### src/hsv2rgb_pkg.sv
// Shared constants, types and the hue fraction function for the HSV to RGB converter.
`default_nettype none
package hsv2rgb_pkg;

  localparam int unsigned HueWidth  = 16;
  localparam int unsigned QWidth    = 9;   // Q1.8 operands, 256 is 1.0
  localparam int unsigned ByteWidth = 8;
  localparam int unsigned SecWidth  = 3;
  localparam int unsigned FracWidth = 8;
  localparam int unsigned HueModW   = 9;   // hue after reduction, 0..359
  localparam int unsigned RemWidth  = 6;   // degrees within a sector, 0..59
  localparam int unsigned QuotWidth = 7;   // hue / 360 for a 16-bit magnitude

  localparam int unsigned FullTurn  = 360;
  localparam int unsigned SectorDeg = 60;

  // ceil(2^24 / 360): exact floor(h / 360) for h < 2^16, corrected once anyway
  localparam logic [15:0] HueRecip  = 16'd46604;
  localparam int unsigned HueShift  = 24;

  // 256/60 scaled by 2^9 and rounded up; the excess stays below 1/15 for 0..59
  localparam int unsigned FracProdW = RemWidth + 12;
  localparam logic [11:0] FracRecip = 12'd2185;
  localparam int unsigned FracShift = 9;

  localparam logic [QWidth-1:0] OneQ8 = 9'd256;

  // sector codes, red at zero degrees
  localparam logic [SecWidth-1:0] SEC_R_TO_Y = 3'd0;
  localparam logic [SecWidth-1:0] SEC_Y_TO_G = 3'd1;
  localparam logic [SecWidth-1:0] SEC_G_TO_C = 3'd2;
  localparam logic [SecWidth-1:0] SEC_C_TO_B = 3'd3;
  localparam logic [SecWidth-1:0] SEC_B_TO_M = 3'd4;
  localparam logic [SecWidth-1:0] SEC_M_TO_R = 3'd5;

  typedef struct packed {
    logic [SecWidth-1:0]  sector;
    logic [FracWidth-1:0] frac;
  } hue_split_t;

  // fraction through the sector in Q0.8, truncated: rem*256/60 by reciprocal
  function automatic logic [FracWidth-1:0] frac_of(input logic [RemWidth-1:0] rem);
    logic [FracProdW-1:0] prod;
    prod = FracProdW'(rem) * FracProdW'(FracRecip);
    return prod[FracShift +: FracWidth];
  endfunction

endpackage
`default_nettype wire

### src/hsv2rgb_hue.sv
// Four-stage hue path: magnitude, reduction modulo 360, sector and fraction.
`default_nettype none
module hsv2rgb_hue
  import hsv2rgb_pkg::*;
(
  input  wire logic                clk_i,
  input  wire logic                en_i,
  input  wire logic [HueWidth-1:0] hue_degrees_i,
  output hue_split_t               split_o
);

  logic [HueWidth-1:0]  abs_d, abs_q;
  logic [HueWidth-1:0]  h2_q;
  logic [QuotWidth-1:0] quot_d, quot_q;
  logic [HueModW-1:0]   h3_d, h3_q;
  hue_split_t           split_d, split_q;

  logic [31:0]          recip_prod;
  logic [15:0]          turn_prod;
  logic [15:0]          rem_wide;
  logic [9:0]           rem_red;
  logic [HueModW-1:0]   base;
  logic [HueModW-1:0]   in_sec;

  // stage 1: magnitude; -32768 maps to 32768, which still fits unsigned
  assign abs_d = hue_degrees_i[HueWidth-1] ? (~hue_degrees_i + 16'd1) : hue_degrees_i;

  // stage 2: quotient estimate by reciprocal
  assign recip_prod = abs_q * HueRecip;
  assign quot_d     = recip_prod[HueShift +: QuotWidth];

  // stage 3: remainder with one correction step
  assign turn_prod = 16'(quot_q * 16'(FullTurn));
  assign rem_wide  = h2_q - turn_prod;
  assign rem_red   = rem_wide[9:0];
  assign h3_d      = (rem_red >= 10'(FullTurn)) ? HueModW'(rem_red - 10'(FullTurn))
                                                : rem_red[HueModW-1:0];

  // stage 4: sector by compare, fraction by reciprocal
  always_comb begin
    if (h3_q >= HueModW'(SectorDeg * 5)) begin
      split_d.sector = SEC_M_TO_R;
      base           = HueModW'(SectorDeg * 5);
    end else if (h3_q >= HueModW'(SectorDeg * 4)) begin
      split_d.sector = SEC_B_TO_M;
      base           = HueModW'(SectorDeg * 4);
    end else if (h3_q >= HueModW'(SectorDeg * 3)) begin
      split_d.sector = SEC_C_TO_B;
      base           = HueModW'(SectorDeg * 3);
    end else if (h3_q >= HueModW'(SectorDeg * 2)) begin
      split_d.sector = SEC_G_TO_C;
      base           = HueModW'(SectorDeg * 2);
    end else if (h3_q >= HueModW'(SectorDeg)) begin
      split_d.sector = SEC_Y_TO_G;
      base           = HueModW'(SectorDeg);
    end else begin
      split_d.sector = SEC_R_TO_Y;
      base           = '0;
    end
    in_sec       = h3_q - base;
    split_d.frac = frac_of(in_sec[RemWidth-1:0]);
  end

  always_ff @(posedge clk_i) begin
    if (en_i) begin
      abs_q   <= abs_d;
      h2_q    <= abs_q;
      quot_q  <= quot_d;
      h3_q    <= h3_d;
      split_q <= split_d;
    end
  end

  assign split_o = split_q;

endmodule
`default_nettype wire

### src/hsv_to_rgb_converter.sv
// Top level: pipelined HSV to RGB converter with valid/ready on both sides.
//
//   channel  direction  handshake                 payload
//   in       sink       in_valid_i / in_ready_o   hue_degrees_i, saturation_i, brightness_i
//   out      source     out_valid_o / out_ready_i red_o, green_o, blue_o, packed_rgb_o
//
// Seven register stages; one item per clock while the output item is not held.
// The hue reduction and the two rows of 9x9 products set the stage split.
// Reset clears the valid bits only; data registers carry no reset.
// When the output item is held, the whole pipeline holds and in_ready_o drops;
// nothing is lost or repeated.
`default_nettype none
module hsv_to_rgb_converter
  import hsv2rgb_pkg::*;
(
  input  wire logic                 clk_i,
  input  wire logic                 rst_ni,
  input  wire logic                 in_valid_i,
  output wire logic                 in_ready_o,
  input  wire logic [HueWidth-1:0]  hue_degrees_i,
  input  wire logic [QWidth-1:0]    saturation_i,
  input  wire logic [QWidth-1:0]    brightness_i,
  output wire logic                 out_valid_o,
  input  wire logic                 out_ready_i,
  output wire logic [ByteWidth-1:0] red_o,
  output wire logic [ByteWidth-1:0] green_o,
  output wire logic [ByteWidth-1:0] blue_o,
  output wire logic [23:0]          packed_rgb_o
);

  localparam int unsigned Depth = 7;

  logic              en;
  logic [Depth:1]    vld_d, vld_q;
  hue_split_t        split;

  // saturation travels alongside the hue path for stages 1..4, value for stages 1..6
  logic [QWidth-1:0] s_d, v_d;
  logic [QWidth-1:0] s_q [1:4];
  logic [QWidth-1:0] v_q [1:6];
  hue_split_t        split_q [5:6];

  logic [17:0]       fs_prod, nfs_prod, p_prod;
  logic [QWidth-1:0] fs_d, fs_q, nfs_d, nfs_q, p5_d, p5_q, p6_q;
  logic [17:0]       q_prod, t_prod;
  logic [QWidth-1:0] q_d, q_q, t_d, t_q;
  logic [QWidth-1:0] r_sel, g_sel, b_sel;
  logic [ByteWidth-1:0] r_d, r_q, g_d, g_q, b_d, b_q;

  function automatic logic [ByteWidth-1:0] chan_byte(input logic [QWidth-1:0] x);
    logic [16:0] scaled;
    scaled = {x, 8'd0} - 17'(x);   // x*255, at most 65280
    return scaled[15:8];
  endfunction

  assign en         = !vld_q[Depth] || out_ready_i;
  assign in_ready_o = en;
  assign vld_d      = {vld_q[Depth-1:1], in_valid_i};

  assign s_d = (saturation_i > OneQ8) ? OneQ8 : saturation_i;
  assign v_d = (brightness_i > OneQ8) ? OneQ8 : brightness_i;

  hsv2rgb_hue u_hue (
    .clk_i         (clk_i),
    .en_i          (en),
    .hue_degrees_i (hue_degrees_i),
    .split_o       (split)
  );

  // stage 5: f*s, (1-f)*s and p
  assign fs_prod  = 18'(split.frac) * 18'(s_q[4]);
  assign nfs_prod = 18'(OneQ8 - 9'(split.frac)) * 18'(s_q[4]);
  assign p_prod   = 18'(v_q[4]) * 18'(OneQ8 - s_q[4]);
  assign fs_d     = fs_prod[16:8];
  assign nfs_d    = nfs_prod[16:8];
  assign p5_d     = p_prod[16:8];

  // stage 6: q and t
  assign q_prod = 18'(v_q[5]) * 18'(OneQ8 - fs_q);
  assign t_prod = 18'(v_q[5]) * 18'(OneQ8 - nfs_q);
  assign q_d    = q_prod[16:8];
  assign t_d    = t_prod[16:8];

  // stage 7: channel order by sector, then scale to a byte
  always_comb begin
    case (split_q[6].sector)
      SEC_R_TO_Y: begin r_sel = v_q[6]; g_sel = t_q;    b_sel = p6_q;   end
      SEC_Y_TO_G: begin r_sel = q_q;    g_sel = v_q[6]; b_sel = p6_q;   end
      SEC_G_TO_C: begin r_sel = p6_q;   g_sel = v_q[6]; b_sel = t_q;    end
      SEC_C_TO_B: begin r_sel = p6_q;   g_sel = q_q;    b_sel = v_q[6]; end
      SEC_B_TO_M: begin r_sel = t_q;    g_sel = p6_q;   b_sel = v_q[6]; end
      default:    begin r_sel = v_q[6]; g_sel = p6_q;   b_sel = q_q;    end
    endcase
    r_d = chan_byte(r_sel);
    g_d = chan_byte(g_sel);
    b_d = chan_byte(b_sel);
  end

  always_ff @(posedge clk_i or negedge rst_ni) begin
    if (!rst_ni) begin
      vld_q <= '0;
    end else if (en) begin
      vld_q <= vld_d;
    end
  end

  always_ff @(posedge clk_i) begin
    if (en) begin
      s_q[1]     <= s_d;
      s_q[2]     <= s_q[1];
      s_q[3]     <= s_q[2];
      s_q[4]     <= s_q[3];
      v_q[1]     <= v_d;
      v_q[2]     <= v_q[1];
      v_q[3]     <= v_q[2];
      v_q[4]     <= v_q[3];
      v_q[5]     <= v_q[4];
      v_q[6]     <= v_q[5];
      split_q[5] <= split;
      split_q[6] <= split_q[5];
      fs_q       <= fs_d;
      nfs_q      <= nfs_d;
      p5_q       <= p5_d;
      p6_q       <= p5_q;
      q_q        <= q_d;
      t_q        <= t_d;
      r_q        <= r_d;
      g_q        <= g_d;
      b_q        <= b_d;
    end
  end

  assign out_valid_o  = vld_q[Depth];
  assign red_o        = r_q;
  assign green_o      = g_q;
  assign blue_o       = b_q;
  assign packed_rgb_o = {r_q, g_q, b_q};

  // a held result must hold the intake too
  assert property (@(posedge clk_i) disable iff (!rst_ni)
    out_valid_o && !out_ready_i |-> !in_ready_o)
    else $error("intake open while result held");

  // an accepted item enters the first stage
  assert property (@(posedge clk_i) disable iff (!rst_ni)
    in_valid_i && in_ready_o |=> vld_q[1])
    else $error("accepted item not in stage one");

  // a stall freezes every valid bit
  assert property (@(posedge clk_i) disable iff (!rst_ni)
    !in_ready_o |=> $stable(vld_q))
    else $error("pipeline moved during stall");

  // p, q and t never exceed the value they scale
  assert property (@(posedge clk_i) disable iff (!rst_ni)
    vld_q[6] |-> (p6_q <= v_q[6]) && (q_q <= v_q[6]) && (t_q <= v_q[6]))
    else $error("scaled term above value");

endmodule
`default_nettype wire

### config.mk
export PLATFORM = sky130hd
export DESIGN_NAME = hsv_to_rgb_converter
export DESIGN_NICKNAME = d
export VERILOG_FILES = /design/src/hsv2rgb_pkg.sv /design/src/hsv2rgb_hue.sv /design/src/hsv_to_rgb_converter.sv
export SDC_FILE = /design/constraint.sdc
export NUM_CORES = 1
export LEC_CHECK = 0
export ABC_CLOCK_PERIOD_IN_PS = 15000
export BUFFER_PORTS_ARGS = -buffer_cell sky130_fd_sc_hd__buf_4
export CAP_MARGIN = 25
export CORE_ASPECT_RATIO = 1.25
export CORE_MARGIN = 1
export CORE_UTILIZATION = 30
export CTS_CLUSTER_SIZE = 20
export DETAILED_ROUTE_END_ITERATION = 7
export GPL_ROUTABILITY_DRIVEN = 0
export HOLD_SLACK_MARGIN = 0.08
export PLACE_DENSITY = 0.54
export RECOVER_POWER = 25
export SYNTH_ARGS = -nofsm -noshare
export SYNTH_HDL_FRONTEND = slang
export SYNTH_SLANG_ARGS = --single-unit
### constraint.sdc
create_clock -name clk_i -period 15 [get_ports clk_i]
set_input_delay 3.75 -clock clk_i [delete_from_list [all_inputs] [get_ports clk_i]]
set_output_delay 3.75 -clock clk_i [all_outputs]
set_load 0.01 [all_outputs]
## Word level (Yosys, flattened, before mapping)

Memories as Yosys holds them, arrays and structs flattened.
Cells that the tools add are included.

- Bits in registers: 138
- Output and inout bits: 50
- Memory bits (writable): 112
- Memories kept: 3
- Bits of input ports: 38

Memory list:

| name | words | bits a word | rd ports | clocked after Yosys merged registers in | write ports | RTL line | text |
|---|---|---|---|---|---|---|---|
| v_q | 6 | 9 | 6 | 0 | 6 | hsv_to_rgb_converter.sv:40 | `logic [QWidth-1:0] v_q [1:6];` |
| s_q | 4 | 9 | 4 | 0 | 4 | hsv_to_rgb_converter.sv:39 | `logic [QWidth-1:0] s_q [1:4];` |
| split_q | 2 | 11 | 2 | 0 | 2 | hsv_to_rgb_converter.sv:41 | `hue_split_t split_q [5:6];` |

- Order comparisons: 8
- Multipliers: 8
- Multiplexer cells: 18
- Reduce and logical (&&, ||, !) cells: 8
- Equality and inequality tests: 4
- Bitwise logic cells: 1
- Add/sub/neg operators: 11

Operator list:

| operator | count |
|---|---|
| 9-bit one-hot mux with 3 select lines | 3 |
| 10-bit by 10-bit multiplier with 17-bit output | 4 |
| 16-bit by 9-bit subtractor with 16-bit output | 3 |
| 6-bit two-way mux | 5 |
| 9-bit by 9-bit subtractor with 10-bit output (first input constant) | 3 |
| 16-bit by 14-bit multiplier with 29-bit output (second input constant) | 1 |
| 9-bit two-way mux | 3 |
| 9-bit by 8-bit greater-or-equal comparator with 1-bit output (second input constant) | 2 |
| 9-bit > comparator (second input constant) | 2 |
| 6-bit by 12-bit multiplier with 17-bit output (second input constant) | 1 |
| 8-bit by 9-bit multiplier with 17-bit output | 1 |
| 16-bit by 1-bit adder with 16-bit output (second input constant) | 1 |
| 16-bit inverter | 1 |
| 15-bit two-way mux | 1 |
| 10-bit by 9-bit greater-or-equal comparator with 1-bit output (second input constant) | 1 |
| 2-bit OR reduction | 5 |
| 10-bit subtractor | 1 |
| 9-bit by 8-bit subtractor with 10-bit output (first input constant) | 1 |
| 9-bit by 6-bit greater-or-equal comparator with 1-bit output (second input constant) | 1 |
| 9-bit by 7-bit greater-or-equal comparator with 1-bit output (second input constant) | 1 |
| 9-bit greater-or-equal comparator (second input constant) | 1 |
| 9-bit subtractor (second input constant) | 1 |
| 7-bit by 6-bit multiplier with 7-bit output (second input constant) | 1 |
| 3-bit by 2-bit equality test with 1-bit output (second input constant) | 2 |
| 8 further kinds | 12 |

## Longest topological paths before layout

Gate-level depths: netlist of the first run.

- Depth after elaboration: 8
- Mapped depth: 25

## Hierarchy

A second synthesis of the first run with hierarchy kept.

- Cell total of the unflattened synthesis: 2689
- Area total of the unflattened synthesis: 27411.3 um2

Modules (own cells, without submodules):

| module | cells an instance | instances | area each (um2) |
|---|---|---|---|
| hsv_to_rgb_converter | 2068 | 1 | 20840.0 |
| hsv2rgb_hue | 621 | 1 | 6571.3 |

## Least setup slack after synthesis of the first run

Ideal clock, no wire load.

- Path type: input -> output
- From: input out_ready_i
- To: output in_ready_o
- Slack: 0.993 ns
- Buffers on the path: 1
- Arrival time: 10.257 ns
- Stages on the path: 2
- Cells stage by stage: nand2b_1 clkbuf_1

- Word-level cells in the longest chain between the ends: 1

RTL lines:

| item | RTL line | text |
|---|---|---|
| from (decl) | hsv_to_rgb_converter.sv:24 | `input wire logic out_ready_i,` |
| 1-bit logical OR | hsv_to_rgb_converter.sv:56 | `assign en = !vld_q[Depth] \|\| out_ready_i;` |
| to (decl) | hsv_to_rgb_converter.sv:19 | `output wire logic in_ready_o,` |

Every way passes these cells.

## Worst setup path after layout of the first run

Ends and elaborated chain as after synthesis.

==> results of run 1 <==
metrics by stage:
stage	cells	setup WS (ps)	utilization, %
6_report	3891	6920	33.4
3_5_place_dp	3835	6900	32.3
3_3_place_gp	3835	6890	32.3
4_1_cts	3891	6900	33.4
5_1_grt	3891	6880	33.4
2_1_floorplan	2644	993	-
flip-flops by register name, summed over array words and instances (netlist names), 8 cells and up:
register and cells:
v_q 54, s_q 36, u_hue.abs_q 16, u_hue.split_o 11, u_hue.h2_q 10, fs_q 9, nfs_q 9, p5_q 9
p6_q 9, q_q 9, t_q 9, u_hue.h3_q 9, blue_o 8, green_o 8, red_o 8
how the worst min path moves through the flow:
| stage | cells after the start | startpoint | end | slack, ps |
|---|---|---|---|---|
| final | 0 | s_q[0][14] | s_q[0][23] | 380 |
| after detailed placement | 0 | p5_q[1] | p6_q[1] | 400 |
| after global placement | 0 | s_q[0][30] | s_q[0][39] | 400 |
| after CTS | 0 | s_q[0][14] | s_q[0][23] | 380 |
| after global routing | 0 | s_q[0][14] | s_q[0][23] | 400 |
| after floorplan | 0 | p5_q[0] | p6_q[0] | 400 |
logic make-up (layout without fill, tap and decap cells):
family	after synthesis	count (layout)	share of synthesized area [%]
buf+inv	599	659	8.73
xor+xnor	153	153	4.97
flops	234	234	25.7
compound gates	220	220	5.56
fa+ha+maj	679	679	39.6
simple gates	697	697	13.0
mux	62	62	2.43
layer usage:
metal | wire length (microns) | track usage [%]
met1 | 24400 | 14.9
met2 | 27500 | 21.9
met3 | 1610 | 1.37
met4 | 996 | 2.57
met5 | 0 | 0
Yosys cell counts (16+ instances only):
library cell,n,share of area [%]
a21oi_1,50,0.92
and2_1,202,4.6
buf_4,30,0.83
clkbuf_1,60,0.83
edfxtp_1,227,25
fa_1,305,22
ha_1,372,17
inv_1,499,6.9
mux2_2,25,1.0
mux2i_1,35,1.3
nand2_1,236,3.3
nand2b_1,16,0.37
nand3_1,17,0.31
nor2_1,93,1.3
nor2b_1,28,0.64
nor3_1,27,0.50
o21ai_0,46,0.85
xnor2_1,114,3.7
xor2_1,38,1.2
critical path, cell delays in order:
cell	delay, ps
buf_4	110
nand2b_4	240
buf_4	220
final cells by class:
| type | count | area share [%] |
|---|---|---|
| well taps | 1187 | 4.95 |
| clock buffers | 41 | 2.92 |
| clock inverters | 15 | 0.580 |
| repair buffers | 104 | 2.53 |
| multi-input cells | 1811 | 59.5 |
| flip-flops and latches | 234 | 23.3 |
| inverters | 499 | 6.25 |
==> impl_results.md, run 1 <==
* Status: finished, violations left
* Failing checks: capacitance limit, slew limit
* Reg2Reg Capture Point: p5_q[8]
* Worst-Skew Late Latency at 600 ps
* Clock Skew at 39.1 ps
* Initial antenna violation count at 1
* Ant. Diodes at 0
* Syn-to-layout area delta at 10.2%
* Final setup violating endpoints at 0
* I/O Pins at 88
* Crit path launch type: primary input
* Reg2reg start: s_q[0][37]
* CTS max path bufs at 3
* Design area at 0.0300 sq mm
* Drt pass-1 iters at 4
* Sinks on Clock Net at 234
* Share of cells above drive strength 1 at 7.29%
* Synth Register Bits at 234
* Area occupied by multi-input gates at 0.0178 sq mm
* Post-Syn Area at 0.0272 sq mm
* Remaining Overflow, GRT at 0
* Vias in the first global route at 18100
* # rows at 123
* Largest net degree at the start of global routing at 145
* Seq. cell area at 0.00699 sq mm
* Setup CP Type: primary input to output port
* Mapped Cells at 2644
* Max-cap viol count at 1
* Area after DPL at 0.0290 sq mm
* Cts hold-fix bufs at 0
* Fmax at 0.124 GHz
* Critical Path RT at 11250 ps
* Critical path endpoint category: output port
* Num CTS Buffers at 30
* Ys Warns at 0
* Worst-Margin Slew at 2230 ps
* Final ANT Viol Nets at 0
* Root buffer cell: clkbuf_16
* Worst r2r path cells at 20
* Setup TNS at 0 ps
* DRC viols at 0
* First-pass GRT wire length at 90300 microns
* Synthesized area per cell at 10.3 sq um
* Final min period at 8080 ps
* Crit path from: out_ready_i
* Nets at 3395
* Seq/Total Area, Yosys at 25.7%
* CP arrival at 4330 ps
* Via count at 17500
* CORE AREA at 0.0899 sq mm
* Share of flip-flops with an asynchronous set or reset at 2.99%
* GRT Total Usage at 12.0%
* Critical Path End: in_ready_o
* IO Port Bufs at 87
* Fillcell total at 9260
* PostCTS Resize Cnt at 0
* Dominant synthesized flop cell: edfxtp_1
* Setup repair bufs after CTS at 0
* Full die area at 0.0919 sq mm
* Clk slew on worst S/H paths at 60 ps
* Final Slew Violations at 41
* Chip height at 339 microns
* CTS tree: yes
* Most frequent cells in the layout: inv_1, ha_1, fa_1, nand2_1, edfxtp_1
* Syn Nets at 3359
* DR vias/cell at 4.49
* Hold crit path type: flip-flop to flip-flop
* Wire per inst at 14.0 microns
* Max FO, Critical Path at 9
* Synth unique cells at 79
* Final period utilization at 53.9%
* DP HPWL at 42800 microns
* H-tree depth at 1
* Final hold vios at 0
* Slew margin rel. at -48.6%
* Most common cell after layout, fill and taps aside: inv_1
* DRT iter0 DRCs at 705
* Initial Util at 30.3%
* Die X at 271 microns
* Final WL at 54500 microns
* Min Hold Slack at 382 ps
* RSZ-0062 raised after global routing: no
* R2r setup slk at 8150 ps
* Post-synth EDFFs at 227
Power of run 1 is not shown: default switching activity piles up to over one toggle a cycle in this logic, so the estimate is an artifact.
==> run 2: changes to the inputs <==
--- a/config.mk
+++ b/config.mk
@@ -5,7 +5,7 @@
 export SDC_FILE = /design/constraint.sdc
 export NUM_CORES = 1
 export LEC_CHECK = 0
-export ABC_CLOCK_PERIOD_IN_PS = 15000
+export ABC_CLOCK_PERIOD_IN_PS = 8100
 export BUFFER_PORTS_ARGS = -buffer_cell sky130_fd_sc_hd__buf_4
 export CAP_MARGIN = 25
 export CORE_ASPECT_RATIO = 1.25
==> constraint.sdc (replaced) <==
create_clock -name clk_i -period 8.1 [get_ports clk_i]
set_input_delay 2.025 -clock clk_i [delete_from_list [all_inputs] [get_ports clk_i]]
set_output_delay 2.025 -clock clk_i [all_outputs]
set_load 0.01 [all_outputs]
==> run 2 against run 1 <==
  * The flow now finishes without violations
  * Worst setup slack worse by 5300 ps
  * Utilization is 0.12 points lower
  * Via count is 0.41% lower
  * Flip-flop and latch count stayed put
  * Cell area is 0.37% lower
  * Die area stayed put
  * Register-to-register slack worse by 6500 ps
  * Worst hold slack better by 30 ps
  * Clock skew is 1.6 ps higher
  * Non-clock buffer count is 3 higher
  * Sequential share of layout area is 0.087 points higher
  * Cell count hardly changed
  * Critical endpoint is now nfs_q[8]
  * Highest routed layer unchanged
==> impl_results.md, run 2 (synthesis gave the netlist of run 1 again) <==
* Wl on met1 at 24000 microns (-1.5%)
* Top Layer Used: met4
* Reg2reg start: u_hue.split_o[1]
* Crit path launch type: flip-flop
* Largest net degree at the start of global routing at 76 (-48%)
* Setup CP Type: flip-flop to flip-flop
* Clock Skew at 40.7 ps (+1.60 ps)
* Final setup violating endpoints at 0 (unchanged)
* Final period utilization at 80.1%
* CP max stage delay at 570 ps (+330 ps)
* CP cell instances: inv_1 > ha_1 > nand2_1 > or3_1 > xor2_1 > nand2_1 > fa_1 > inv_1 > fa_1 > inv_1 > fa_1 > inv_1 > fa_1 > inv_1 > fa_1 > inv_1 > ha_1 > o21ai_0 > a221oi_1 > o31a_1 > o22a_1 > a21oi_1 > xnor2_1
* Fmax at 0.154 GHz
* Wire per inst at 14.1 microns (+0.41%)
* WL met2 at 27900 microns (+1.3%)
* Final hold vios at 0 (unchanged)
* Nets at 3396 (+0.029%)
* Most frequent cells in the layout: inv_1, ha_1, fa_1, nand2_1, edfxtp_1
* CTS tree: yes
* Full die area at 0.0919 sq mm (unchanged)
* Cts hold-fix bufs at 0 (unchanged)
* Ant. Diodes at 0 (unchanged)
* Met3 wire len at 1570 microns (-2.3%)
* I/O Pins at 88 (unchanged)
* Via count at 17400 (-0.41%)
* Hold crit path type: flip-flop to flip-flop
* Sinks on Clock Net at 234 (unchanged)
* Status: completed
* Critical Path RT at 8450 ps (-2800 ps)
* Syn-to-layout area delta at 9.76%
* CTS max path bufs at 3 (unchanged)
* IO Port Bufs at 87 (unchanged)
* Clk slew on worst S/H paths at 60 ps (about the same)
* CP arrival at 6840 ps (+2510 ps)
* Chip height at 339 microns (unchanged)
* Final worst slack at 1610 ps (-5300 ps)
* DRT iter0 DRCs at 618 (-12%)
* Drt pass-1 iters at 5 (+1)
* Most used cell, CP: inv_1
* First-pass GRT wire length at 92000 microns (+1.8%)
* Root buffer cell: clkbuf_16
* Top reg by flops: v_q
* Final WL at 54700 microns (+0.39%)
* PostCTS Resize Cnt at 0 (unchanged)
* Crit-path slowest cell: xor2_1
* Setup repair bufs after CTS at 0 (unchanged)
* Initial Util at 30.3% (unchanged)
* DP HPWL at 44000 microns (+2.8%)
* Hold Startpoint: p5_q[7]
* Worst-Margin Slew at 1200 ps (-1030 ps)
* Remaining Overflow, GRT at 0 (unchanged)
* H-tree depth at 1 (unchanged)
* GRT Total Usage at 12.2% (+0.20 points)
* RSZ-0062 raised after global routing: no
* Setup TNS at 0 ps (unchanged)
* Slew margin rel. at 20.1% (+69 points)
* DR vias/cell at 4.48 (-0.38%)
* Initial antenna violation count at 0 (-1)
* # rows at 123 (unchanged)
* Biggest regs: v_q: 54 flops, s_q: 36 flops, u_hue.abs_q: 16 flops
* Most common cell after layout, fill and taps aside: inv_1
* Final min period at 6490 ps
* Num CTS Buffers at 28 (-6.7%)
* Vias in the first global route at 18300 (+0.97%)
* DRC viols at 0 (unchanged)
* Critical path endpoint category: flip-flop
* Post-Place Cells at 3838 (+0.078%)
* Worst-Skew Late Latency at 600 ps (about the same)
* Place WS at 1530 ps (-5360 ps)
* Final ANT Viol Nets at 0 (unchanged)
* Die X at 271 microns (unchanged)
* Fin util at 33.2% (-0.12 points)
* Share of cells above drive strength 1 at 7.58% (+0.30 points)
* Final Slew Violations at 0 (-100%)
* Max FO, Critical Path at 10 (+1)
* CORE AREA at 0.0899 sq mm (unchanged)
* Crit path from: u_hue.split_o[1]
* Max-cap viol count at 0 (-1)
* Finished Layout Cells at 3890 (-0.026%)
* Largest register FFs at 54 (unchanged)
run 2: final timing paths:
| kind | slack (ps) | cells after the start | to |
|---|---|---|---|
| max | 1610 | 23 | nfs_q[8] |
| min | 410 | 0 | p6_q[7] |
| max reg2reg | 1610 | 23 | nfs_q[8] |
| min reg2reg | 410 | 0 | p6_q[7] |
| max in group asynchronous | 6480 | 1 | vld_q[3] |
| min in group asynchronous | 1310 | 1 | vld_q[6] |
run 2: critical path, delay by kind of cell (launching register included):
family          cells  cell delay, ps
compound gates      5            1100
xor+xnor            2             690
simple gates        3             610
flops               1             520
fa+ha+maj           7            2970
buf+inv             6             390
run 2: per-stage QoR:
stage          hold slack (ps)  area [sq um]
6_report                   412         29900
5_1_grt                    417         29900
4_1_cts                    411         29900
3_5_place_dp               405         29000
3_3_place_gp               401         29000
2_1_floorplan              400         27200
run 2: final cells by class:
class | instances | area, sq um
multi-input combinational | 1811 | 17900
inverter | 499 | 1870
clock buffer | 29 | 704
timing repair buffer | 107 | 777
fill | 9268 | 60000
clock inverter | 23 | 186
tap | 1187 | 1490
sequential | 234 | 6990
run 2: per-layer routing:
metal	track usage, %	vias to the layer above
met2	22.7	208
li1	-	8621
met5	0	-
met1	14.8	8510
met3	1.40	71
met4	2.89	0
Power of run 2 is left out for the same reason.
==> run 3: changes to the inputs <==
--- a/config.mk
+++ b/config.mk
@@ -5,7 +5,7 @@
 export SDC_FILE = /design/constraint.sdc
 export NUM_CORES = 1
 export LEC_CHECK = 0
-export ABC_CLOCK_PERIOD_IN_PS = 8100
+export ABC_CLOCK_PERIOD_IN_PS = 6700
 export BUFFER_PORTS_ARGS = -buffer_cell sky130_fd_sc_hd__buf_4
 export CAP_MARGIN = 25
 export CORE_ASPECT_RATIO = 1.25
==> constraint.sdc (replaced) <==
create_clock -name clk_i -period 6.7 [get_ports clk_i]
set_input_delay 1.675 -clock clk_i [delete_from_list [all_inputs] [get_ports clk_i]]
set_output_delay 1.675 -clock clk_i [all_outputs]
set_load 0.01 [all_outputs]
==> run 3 against run 2 <==
  * Clock skew is 22 ps lower
  * Die area did not move
  * Critical endpoint unchanged
  * Cell count increased by 1.0%
  * Sequential share of layout area is 0.34 points lower
  * Cell area up 1.5%
  * Via count grew 1.4%
  * Count of clock-buffer cells in the layout grew 3
==> impl_results.md, run 3 (synthesis gave the netlist of run 1 again) <==
* Status: completed
* Vias in the first global route at 18700 (+1.9%)
* Final period utilization at 93.0% (+13 points)
* Share of cells above drive strength 1 at 8.97% (+1.4 points)
* Ant. Diodes at 0 (unchanged)
* Nets at 3434 (+1.1%)
* Final hold vios at 0 (unchanged)
* Remaining Overflow, GRT at 0 (unchanged)
* Max FO, Critical Path at 10 (unchanged)
* CTS tree: yes
* # rows at 123 (unchanged)
* Initial Util at 30.3% (unchanged)
* Worst r2r path cells at 23 (unchanged)
* Die X at 271 microns (unchanged)
* Final setup violating endpoints at 0 (unchanged)
* PostCTS Resize Cnt at 0 (unchanged)
* Sinks on Clock Net at 234 (unchanged)
* Root buffer cell: clkbuf_16
* Max-cap viol count at 0 (unchanged)
* Full die area at 0.0919 sq mm (unchanged)
* Critical path endpoint category: flip-flop
* R2r setup slk at 470 ps (-1150 ps)
* Cts hold-fix bufs at 0 (unchanged)
* Setup CP Type: flip-flop to flip-flop
* DR vias/cell at 4.49 (+0.32%)
* Final min period at 6230 ps (-254 ps)
* Fillcell total at 9251 (-0.18%)
* RSZ-0062 raised after global routing: no
* Drt pass-1 iters at 4 (-1)
* Crit path launch type: flip-flop
* Setup repair bufs after CTS at 0 (unchanged)
* Hold crit path type: flip-flop to flip-flop
* Critical Path RT at 7040 ps (-1410 ps)
* Largest register FFs at 54 (unchanged)
* Setup TNS at 0 ps (unchanged)
* Most frequent cells in the layout: inv_1, ha_1, fa_1, nand2_1, edfxtp_1
* Final ANT Viol Nets at 0 (unchanged)
* I/O Pins at 88 (unchanged)
* DRC viols at 0 (unchanged)
* Design area at 0.0303 sq mm (+1.5%)
* Fmax at 0.160 GHz (+4.1%)
* Num CTS Buffers at 30 (+7.1%)
* First-pass GRT wire length at 92600 microns (+0.65%)
* Most common cell after layout, fill and taps aside: inv_1
* Largest net degree at the start of global routing at 79 (+3.9%)
* Chip height at 339 microns (unchanged)
* Via count at 17600 (+1.4%)
* Final Slew Violations at 0 (unchanged)
* DP HPWL at 44900 microns (+2.2%)
* Top reg by flops: v_q
* H-tree depth at 1 (unchanged)
* Clock Skew at 18.4 ps (-22.3 ps)
* CP arrival at 6570 ps (-270 ps)
* Worst-Margin Slew at 916 ps (-282 ps)
* Wire per inst at 14.0 microns (-0.32%)
* CORE AREA at 0.0899 sq mm (unchanged)
* Fin util at 33.7% (+0.49 points)
* Biggest regs: v_q: 54 flops, s_q: 36 flops, u_hue.abs_q: 16 flops
* GRT Total Usage at 12.2% (+0.066 points)
* CTS max path bufs at 3 (unchanged)
* IO Port Bufs at 87 (unchanged)
* Area after DPL at 0.0293 sq mm (+0.91%)
* Slew margin rel. at 38.9% (+19 points)
* Hold path cells at 0 (unchanged)
* Syn-to-layout area delta at 11.4%
* Clk slew on worst S/H paths at 70 ps (about the same)
* Min Hold Slack at 412 ps (+0.298 ps)
* DRT iter0 DRCs at 599 (-3.1%)
* Worst-Skew Late Latency at 610 ps (about the same)
* Initial antenna violation count at 0 (unchanged)
* Final WL at 55100 microns (+0.70%)
run 3: cell types whose count changed in the layout (fill, tap and decap cells not counted), sizes merged:
cell	previous run	this run
buf	100	135
bufinv	1	5
clkbuf	36	40
clkinv	15	14
clkinvlp	4	3
inv	502	501
run 3: through the flow:
stage,cells,worst slack [ps]
2_1_floorplan,2644,292
3_3_place_gp,3873,533
3_5_place_dp,3873,422
4_1_cts,3929,423
5_1_grt,3930,51.7
6_report,3930,468
run 3: area by class of cell:
| type | count | area (sq um) | share of cell area (%) |
|---|---|---|---|
| Tap cell | 1187 | 1490 | 4.90 |
| Multi-Input combinational cell | 1811 | 17900 | 58.9 |
| Clock inverter | 24 | 287 | 0.945 |
| Inverter | 499 | 1870 | 6.18 |
| Clock buffer | 32 | 758 | 2.50 |
| Timing Repair Buffer | 143 | 1060 | 3.51 |
| Sequential cell | 234 | 6990 | 23.1 |
run 3: worst paths after layout:
path                         endpoint        startpoint
max                          nfs_q[8]  u_hue.split_o[1]
min                        v_q[0][30]        v_q[0][21]
max reg2reg                  nfs_q[8]  u_hue.split_o[1]
min reg2reg                v_q[0][30]        v_q[0][21]
max in group asynchronous    vld_q[6]            rst_ni
min in group asynchronous    vld_q[1]            rst_ni
run 3: critical path, stage by stage (launching register included):
cell and delay, ps:
edfxtp_1 520, inv_1 150, ha_1 190, nand2_1 80
or3_1 360, xor2_1 290, nand2_1 120, fa_1 510
inv_1 50, fa_1 490, inv_1 50, fa_1 530
inv_1 50, fa_1 470, inv_1 50, fa_1 470
inv_1 40, ha_1 290, o21ai_0 120, a221oi_1 480
o31a_1 290, o22a_1 150, a21oi_1 70, xnor2_1 120
run 3: metal layers:
layer / vias up / global-route usage, % / routed length, microns
li1: 8710 / - / -
met2: 212 / 23.3 / 28500
met1: 8647 / 14.4 / 23700
met5: - / 0 / 0
met4: 0 / 2.86 / 1240
met3: 77 / 1.53 / 1640
Power of run 3 is left out for the same reason.
